File: src/hdl/btffa_pkg.sv
// Shared constants, record types, datapath commands and helpers of the boundary-tag allocator.
package btffa_pkg;

  localparam int ARENA_BYTES  = 65536;
  localparam int HEADER_BYTES = 24;
  localparam int ALIGN_BYTES  = 8;
  localparam int MIN_PAYLOAD  = 8;

  localparam int SZ_W      = 16;
  localparam int REQ_W     = SZ_W + 1;
  localparam int GRAIN_SH  = $clog2(ALIGN_BYTES);
  localparam int DEPTH     = ARENA_BYTES / ALIGN_BYTES;
  localparam int IDX_W     = $clog2(DEPTH);
  localparam int HDR_UNITS = HEADER_BYTES / ALIGN_BYTES;
  localparam int SENT_IDX  = (ARENA_BYTES - HEADER_BYTES) / ALIGN_BYTES;
  localparam int INIT_SIZE = ARENA_BYTES - 2 * HEADER_BYTES;
  localparam int SPLIT_MIN = MIN_PAYLOAD + HEADER_BYTES;
  localparam int MAX_WALK  = ARENA_BYTES / (HEADER_BYTES + MIN_PAYLOAD) + 2;
  localparam int STEP_W    = $clog2(MAX_WALK + 1);

  typedef logic [IDX_W-1:0] idx_t;
  typedef logic [SZ_W-1:0]  sz_t;

  typedef struct packed {
    logic bfree;
    sz_t  bsize;
    logic free;
    sz_t  size;
  } tag_t;

  typedef struct packed {
    idx_t next;
    logic nv;
    idx_t prev;
    logic pv;
  } link_t;

  typedef enum logic [1:0] {
    RES_OK    = 2'd0,
    RES_ZERO  = 2'd1,
    RES_NOFIT = 2'd2
  } res_e;

  typedef enum logic [5:0] {
    OP_NONE,
    OP_INIT0,
    OP_INIT1,
    OP_WALK_START,
    OP_WALK_READ,
    OP_WALK_CHK,
    OP_SPLIT_BASE,
    OP_SPLIT_TAIL,
    OP_SAVE_LINK,
    OP_LRD_NEXT,
    OP_LWR_NEXT,
    OP_LRD_PREV,
    OP_LWR_PREV,
    OP_HEAD_FROM_LSV,
    OP_TRD_CUR,
    OP_TRD_AUX,
    OP_TRD_AFT,
    OP_LRD_AUX,
    OP_LRD_AFT,
    OP_TWR_CUR_ALLOC,
    OP_TWR_CUR_FREE1,
    OP_TWR_CUR_MSZ,
    OP_TWR_AUX_BFREE0,
    OP_TWR_AUX_BFREE1,
    OP_TWR_AUX_BSZ,
    OP_TWR_AUX_MSZ,
    OP_FREE_START,
    OP_FREE_MARK,
    OP_AFT_CHK,
    OP_PUSH_WR,
    OP_LRD_HEAD,
    OP_LWR_HEAD,
    OP_HEAD_CUR,
    OP_EMIT
  } op_e;

  typedef struct packed {
    op_e  op;
    res_e code;
    logic offs;
  } cmd_t;

  typedef struct packed {
    logic func;
    logic req_zero;
    logic rel_ok;
    logic walk_v;
    logic walk_end;
    logic fits;
    logic can_split;
    logic tag_free;
    logic tag_bfree;
    logic lrd_nv;
    logic lrd_pv;
    logic lsv_pv;
    logic head_v;
    logic out_busy;
  } stat_t;

  // Header that follows block b, given the payload size of b.
  function automatic idx_t hdr_after(idx_t b, sz_t sz);
    return b + idx_t'(HDR_UNITS) + idx_t'(sz >> GRAIN_SH);
  endfunction

  // Header that precedes block b, given the size of the block before it.
  function automatic idx_t hdr_before(idx_t b, sz_t bsz);
    return b - idx_t'(bsz >> GRAIN_SH) - idx_t'(HDR_UNITS);
  endfunction

endpackage

File: src/hdl/btffa_ctrl.sv
// Sequencer of the allocator: issues one datapath command per cycle for each item.
module btffa_ctrl (
  input  logic             clk_i,
  input  logic             rst_ni,
  input  logic             in_fire_i,
  input  btffa_pkg::stat_t stat_i,
  output btffa_pkg::cmd_t  cmd_o,
  output logic             in_ready_o
);
  import btffa_pkg::*;

  typedef enum logic [5:0] {
    S_INIT0, S_INIT1, S_IDLE, S_DISP,
    S_W_START, S_W_TEST, S_W_READ, S_W_CHK,
    S_SP_BASE, S_SP_TAIL, S_SP_RD, S_SP_WR,
    S_U_START, S_U_NRD, S_U_NWR, S_U_PRD, S_U_PWR, S_U_HEAD,
    S_A_RD, S_A_WR, S_A_RD2, S_A_WR2,
    S_F_START, S_F_RD, S_F_CHK,
    S_FB_LRD, S_FB_RD, S_FB_WR, S_FB_RD2, S_FB_WR2,
    S_FA_RD, S_FA_CHK, S_FA_LRD, S_FA_RD_CUR, S_FA_WR_CUR, S_FA_RD2, S_FA_WR2,
    S_FM_RD, S_FM_WR, S_FM_RD2, S_FM_WR2,
    S_P_WR, S_P_RD, S_P_WR2, S_P_HEAD,
    S_EMIT
  } state_e;

  typedef enum logic [1:0] {
    CTX_ALLOC,
    CTX_BEF,
    CTX_AFT
  } ctx_e;

  state_e state_q, state_d, ret_state;
  ctx_e   ctx_q, ctx_d;
  cmd_t   cmd_q;
  res_e   code_d;
  logic   offs_d;
  logic   in_ready_q;

  function automatic op_e op_of(state_e s);
    op_e o;
    o = OP_NONE;
    unique case (s)
      S_INIT0:     o = OP_INIT0;
      S_INIT1:     o = OP_INIT1;
      S_W_START:   o = OP_WALK_START;
      S_W_READ:    o = OP_WALK_READ;
      S_W_CHK:     o = OP_WALK_CHK;
      S_SP_BASE:   o = OP_SPLIT_BASE;
      S_SP_TAIL:   o = OP_SPLIT_TAIL;
      S_SP_RD:     o = OP_TRD_AUX;
      S_SP_WR:     o = OP_TWR_AUX_BSZ;
      S_U_START:   o = OP_SAVE_LINK;
      S_U_NRD:     o = OP_LRD_NEXT;
      S_U_NWR:     o = OP_LWR_NEXT;
      S_U_PRD:     o = OP_LRD_PREV;
      S_U_PWR:     o = OP_LWR_PREV;
      S_U_HEAD:    o = OP_HEAD_FROM_LSV;
      S_A_RD:      o = OP_TRD_CUR;
      S_A_WR:      o = OP_TWR_CUR_ALLOC;
      S_A_RD2:     o = OP_TRD_AUX;
      S_A_WR2:     o = OP_TWR_AUX_BFREE0;
      S_F_START:   o = OP_FREE_START;
      S_F_RD:      o = OP_TRD_CUR;
      S_F_CHK:     o = OP_FREE_MARK;
      S_FB_LRD:    o = OP_LRD_AUX;
      S_FB_RD:     o = OP_TRD_AUX;
      S_FB_WR:     o = OP_TWR_AUX_MSZ;
      S_FB_RD2:    o = OP_TRD_AUX;
      S_FB_WR2:    o = OP_TWR_AUX_BSZ;
      S_FA_RD:     o = OP_TRD_AFT;
      S_FA_CHK:    o = OP_AFT_CHK;
      S_FA_LRD:    o = OP_LRD_AFT;
      S_FA_RD_CUR: o = OP_TRD_CUR;
      S_FA_WR_CUR: o = OP_TWR_CUR_MSZ;
      S_FA_RD2:    o = OP_TRD_AUX;
      S_FA_WR2:    o = OP_TWR_AUX_BSZ;
      S_FM_RD:     o = OP_TRD_CUR;
      S_FM_WR:     o = OP_TWR_CUR_FREE1;
      S_FM_RD2:    o = OP_TRD_AUX;
      S_FM_WR2:    o = OP_TWR_AUX_BFREE1;
      S_P_WR:      o = OP_PUSH_WR;
      S_P_RD:      o = OP_LRD_HEAD;
      S_P_WR2:     o = OP_LWR_HEAD;
      S_P_HEAD:    o = OP_HEAD_CUR;
      S_EMIT:      o = OP_EMIT;
      default:     o = OP_NONE;
    endcase
    return o;
  endfunction

  always_comb begin
    unique case (ctx_q)
      CTX_ALLOC: ret_state = S_A_RD;
      CTX_BEF:   ret_state = S_FB_RD;
      CTX_AFT:   ret_state = S_FA_RD_CUR;
      default:   ret_state = S_FA_RD_CUR;
    endcase
  end

  always_comb begin
    state_d = state_q;
    ctx_d   = ctx_q;
    code_d  = cmd_q.code;
    offs_d  = cmd_q.offs;
    unique case (state_q)
      S_INIT0: state_d = S_INIT1;
      S_INIT1: state_d = S_IDLE;
      S_IDLE:  if (in_fire_i) state_d = S_DISP;
      S_DISP: begin
        if (!stat_i.func && stat_i.req_zero) begin
          state_d = S_EMIT; code_d = RES_ZERO; offs_d = 1'b0;
        end else if (!stat_i.func) begin
          state_d = S_W_START;
        end else if (!stat_i.rel_ok) begin
          state_d = S_EMIT; code_d = RES_OK; offs_d = 1'b0;
        end else begin
          state_d = S_F_START;
        end
      end
      S_W_START: state_d = S_W_TEST;
      S_W_TEST: begin
        if (!stat_i.walk_v || stat_i.walk_end) begin
          state_d = S_EMIT; code_d = RES_NOFIT; offs_d = 1'b0;
        end else begin
          state_d = S_W_READ;
        end
      end
      S_W_READ: state_d = S_W_CHK;
      S_W_CHK: begin
        if (stat_i.fits && stat_i.can_split) begin
          state_d = S_SP_BASE;
        end else if (stat_i.fits) begin
          state_d = S_U_START; ctx_d = CTX_ALLOC;
        end else begin
          state_d = S_W_TEST;
        end
      end
      S_SP_BASE: state_d = S_SP_TAIL;
      S_SP_TAIL: state_d = S_SP_RD;
      S_SP_RD:   state_d = S_SP_WR;
      S_SP_WR:   state_d = S_A_RD;
      S_U_START: begin
        if (stat_i.lrd_nv)      state_d = S_U_NRD;
        else if (stat_i.lrd_pv) state_d = S_U_PRD;
        else                    state_d = S_U_HEAD;
      end
      S_U_NRD: state_d = S_U_NWR;
      S_U_NWR: state_d = stat_i.lsv_pv ? S_U_PRD : S_U_HEAD;
      S_U_PRD: state_d = S_U_PWR;
      S_U_PWR: state_d = ret_state;
      S_U_HEAD: state_d = ret_state;
      S_A_RD:  state_d = S_A_WR;
      S_A_WR:  state_d = S_A_RD2;
      S_A_RD2: state_d = S_A_WR2;
      S_A_WR2: begin
        state_d = S_EMIT; code_d = RES_OK; offs_d = 1'b1;
      end
      S_F_START: state_d = S_F_RD;
      S_F_RD:    state_d = S_F_CHK;
      S_F_CHK: begin
        if (stat_i.tag_free) begin
          state_d = S_EMIT; code_d = RES_OK; offs_d = 1'b0;
        end else if (stat_i.tag_bfree) begin
          state_d = S_FB_LRD;
        end else begin
          state_d = S_FA_RD;
        end
      end
      S_FB_LRD: begin
        state_d = S_U_START; ctx_d = CTX_BEF;
      end
      S_FB_RD:  state_d = S_FB_WR;
      S_FB_WR:  state_d = S_FB_RD2;
      S_FB_RD2: state_d = S_FB_WR2;
      S_FB_WR2: state_d = S_FA_RD;
      S_FA_RD:  state_d = S_FA_CHK;
      S_FA_CHK: state_d = stat_i.tag_free ? S_FA_LRD : S_FM_RD;
      S_FA_LRD: begin
        state_d = S_U_START; ctx_d = CTX_AFT;
      end
      S_FA_RD_CUR: state_d = S_FA_WR_CUR;
      S_FA_WR_CUR: state_d = S_FA_RD2;
      S_FA_RD2:    state_d = S_FA_WR2;
      S_FA_WR2:    state_d = S_FM_RD;
      S_FM_RD:  state_d = S_FM_WR;
      S_FM_WR:  state_d = S_FM_RD2;
      S_FM_RD2: state_d = S_FM_WR2;
      S_FM_WR2: state_d = S_P_WR;
      S_P_WR:   state_d = stat_i.head_v ? S_P_RD : S_P_HEAD;
      S_P_RD:   state_d = S_P_WR2;
      S_P_WR2:  state_d = S_P_HEAD;
      S_P_HEAD: begin
        state_d = S_EMIT; code_d = RES_OK; offs_d = 1'b0;
      end
      S_EMIT:  if (!stat_i.out_busy) state_d = S_IDLE;
      default: state_d = S_IDLE;
    endcase
  end

  always_ff @(posedge clk_i or negedge rst_ni) begin
    if (!rst_ni) begin
      state_q    <= S_INIT0;
      ctx_q      <= CTX_ALLOC;
      cmd_q      <= '{op: OP_INIT0, code: RES_OK, offs: 1'b0};
      in_ready_q <= 1'b0;
    end else begin
      state_q    <= state_d;
      ctx_q      <= ctx_d;
      cmd_q      <= '{op: op_of(state_d), code: code_d, offs: offs_d};
      in_ready_q <= (state_d == S_IDLE);
    end
  end

  assign cmd_o      = cmd_q;
  assign in_ready_o = in_ready_q;

endmodule

File: config.mk
export PLATFORM = sky130hd
export DESIGN_NAME = btffa_ctrl
export DESIGN_NICKNAME = d
export VERILOG_FILES = /design/src/hdl/btffa_pkg.sv /design/src/hdl/btffa_ctrl.sv
export SDC_FILE = /design/constraint.sdc
export NUM_CORES = 1
export LEC_CHECK = 0
export BUFFER_PORTS_ARGS = -buffer_cell sky130_fd_sc_hd__clkbuf_2
export CAP_MARGIN = 15
export CORE_MARGIN = 10
export CORE_UTILIZATION = 35
export DETAILED_ROUTE_END_ITERATION = 7
export PLACE_DENSITY = 0.51
export SLEW_MARGIN = 5
export SYNTH_ARGS = -nofsm -noshare
export SYNTH_HDL_FRONTEND = slang
export SYNTH_SLANG_ARGS = --single-unit
File: constraint.sdc
create_clock -name clk_i -period 4.37 [get_ports clk_i]
set_input_delay 0.437 -clock clk_i [delete_from_list [all_inputs] [get_ports clk_i]]
set_output_delay 0.437 -clock clk_i [all_outputs]
set_load 0.005 [all_outputs]
==> summary.txt <==
Run status
  • Status: finished, final reports clean

Worst setup path
  • Worst setup SP type: register
  • CP Capture Type: register
  • Max incr delay on CP: around 1.1 ns
  • R2r setup slk: 0.74 ns
  • Crit-path cells: nor2b_1, nand3_1, o311ai_1, or3_4, nor3_4, inv_1, ha_1, a22oi_1, nor3_1, o32a_1
  • Worst path bufs/invs: 1
  • Critical-path top delay cell: dfrtp_1
  • Worst Reg-to-Reg Cells: 10
  • Top delay family on crit path: simple AND/OR/NAND/NOR gates
  • Critical R2R Launch: state_q[2]$_DFF_PN0_
  • Kind of critical path: reg2reg
  • Crit path required time: 4.55 ns
  • Crit path DAT: ~3.8 ns
  • Critical path peak fanout: 33
  • Reg-to-Reg End: cmd_o[3]$_DFF_PN1_

CTS
  • H-tree levels: 1
  • Post-CTS Setup Bufs: 0
  • CTS tree: yes
  • CTS Buffer Depth: 2
  • # resized after CTS: 0
  • Clock buffers created by TritonCTS: 3
  • CTS root buffer: clkbuf_8
  • # hold bufs at CTS: 0
  • Clock-pin slew on the worst setup and hold paths: 0.07 ns
  • # clock sinks: 18
  • Insertion delay to the later sink of the worst-skew pair: 0.25 ns

Yosys
  • Post-synthesis register bit count: 18
  • Synth Area per Inst: 8.20 µm²
  • Top cell type's share of synthesized area: 0.203
  • Number of flops mapped to enable cells by yosys: 0
  • Synth area leader: dfrtp_1
  • Synthesized area: 2100 µm²
  • Ys Warns: 0
  • Main flop type after synthesis: dfrtp_1
  • Net Count, Synth: 277
  • Synth unique cells: 74
  • Sequential fraction of the synthesis area: 0.215
  • Top post-synthesis cells by area: dfrtp_1, buf_6, nand2b_1
  • Post-Syn Instances: about 260
  • FFs w/ async S/R, synth: 1.00

Cells and area
  • Commonest non-fill, non-tap cell in the layout: clkbuf_2
  • Layout area overhead: 5.13%
  • Diode count: 0
  • Total Nets Final: between 200 and 300
  • Fillcell total: 629
  • Commonest cells after routing, fill and taps aside: clkbuf_2, dfrtp_1, nand2_1
  • Layout cells sized above 1: 0.203

Detailed routing
  • Post-route ant nets: 0
  • Post-route DRC: 0
  • 1st-iter DRT viols: 221
  • Post-Route WL: ~6.6 mm
  • WL/cell: 19.4 µm
  • Router iterations before antenna repair: 5
  • DR vias: 2166
  • Vias per cell: 6.35

Flow run
  • Max Cap Violations: 0

STA
  • Worst-margin pin slew: 1.07 ns
  • Max-slew violation count: 0
  • RSZ-0062 raised after global routing: no
  • Final setup vio count: 0
  • Fin Hold WS: 0.119 ns
  • Final period util: 0.830
  • Worst clock skew: roughly 0.0047 ns
  • Min cycle time layout: 3.63 ns
  • Max frequency: 276 MHz
  • Endpoints failing hold: 0
  • Setup TNS: 0 ns
  • Slew margin rel.: 0.288

Placed design
  • Post-detail-place hpwl: 4.84 mm
  • Port bufs: 26
  • Placer congestion estimate: 0.976

Floorplanning
  • Core Area: 5890 µm²
  • Die area: 9490 µm²
  • # IOs: 27
  • Die X: approximately 97 µm
  • Std-Cell Rows: 28
  • Starting density of the core: 0.357
  • Die H: 97.4 µm

Global route
  • Vias in the first global route: roughly 2100
  • Total congestion overflow: 0
  • GRT Total Usage: 0.131
  • Met3 Use GR: 0.0206
  • Largest net degree at the start of global routing: 34
  • Initial antenna violation count: 0
  • Top Usage Layer GRT: met2
  • First-pass GRT wire length: roughly 11 mm
  • Met2 Use GR: 0.217
  • GR Util met1: 0.168

Min path
  • Worst Hold Class: in2async
[cell usage after synthesis (6+ instances only)]
master	number
o21ai_0	10
dfrtp_1	17
buf_6	9
buf_2	9
nand2_1	16
a31oi_1	6
inv_1	13
nand2b_1	12
nor2_1	13
nand3_1	13
nor2b_1	8
o211ai_1	6
buf_4	6
a21oi_1	10
[worst max-delay path by stage]
stage | start | depth (start not counted) | slack [ns] | to
after floorplan | state_q[2]$_DFF_PN0_ | 13 | 1.59 | cmd_o[3]$_DFF_PN1_
after global placement | state_q[2]$_DFF_PN0_ | 10 | 0.87 | cmd_o[3]$_DFF_PN1_
after detailed placement | state_q[2]$_DFF_PN0_ | 10 | 0.86 | cmd_o[3]$_DFF_PN1_
after CTS | state_q[2]$_DFF_PN0_ | 10 | 0.82 | cmd_o[3]$_DFF_PN1_
after global routing | state_q[2]$_DFF_PN0_ | 10 | 0.53 | cmd_o[3]$_DFF_PN1_
final | state_q[2]$_DFF_PN0_ | 10 | 0.74 | cmd_o[3]$_DFF_PN1_
[worst register-to-register path, cell delays in order, from the launching register on]
cell and delay, ns:
dfrtp_1 1.05, nor2b_1 0.30, nand3_1 0.20, o311ai_1 0.12, or3_4 0.37, nor3_4 0.41, inv_1 0.17, ha_1 0.34
a22oi_1 0.18, nor3_1 0.07, o32a_1 0.34
[final cells by class]
| type | instances | area, µm² | area share |
|---|---|---|---|
| inverters | 16 | 62.6 | 0.0284 |
| flip-flops and latches | 18 | 452 | 0.205 |
| clock buffers | 4 | 45.0 | 0.0204 |
| well taps | 75 | 93.8 | 0.0425 |
| multi-input cells | 198 | 1390 | 0.631 |
| repair buffers | 30 | 160 | 0.0726 |
[state kept, by name, indices dropped and copies added, names as in the netlist]
| register | cells |
|---|---|
| state_q | 6 |
| in_ready_o | 1 |
| ctx_q | 2 |
| cmd_o | 9 |
[logic make-up after synthesis]
family | after synthesis | synth area share
XOR/XNOR | 2 | 0.00835
AND/OR/NAND/NOR | 103 | 0.306
buffers and inverters | 40 | 0.121
flip-flops | 18 | 0.215
AO/OA/AOI/OAI | 87 | 0.315
multiplexers | 2 | 0.0101
adder cells (fa/ha/maj) | 4 | 0.0239
[per-layer routing]
metal,vias to the layer above,part of all wire
met5,-,0
met3,16,0.072
li1,1001,-
met1,1023,0.43
met4,0,0.019
met2,126,0.48
[per-stage QoR]
step / setup WS, ns / cells / utilization / cell area (µm²)
final: 0.745 / 341 / 0.375 / 2210
after detailed placement: 0.858 / 337 / 0.367 / 2160
after global routing: 0.534 / 341 / 0.375 / 2210
after CTS: 0.820 / 341 / 0.375 / 2210
after global placement: 0.868 / 337 / 0.367 / 2160
after floorplan: 1.59 / 256 / - / 2100
Power is left out: the tool's default activity adds up to more than one toggle a clock period on the data nets, which glitch-free logic cannot reach.
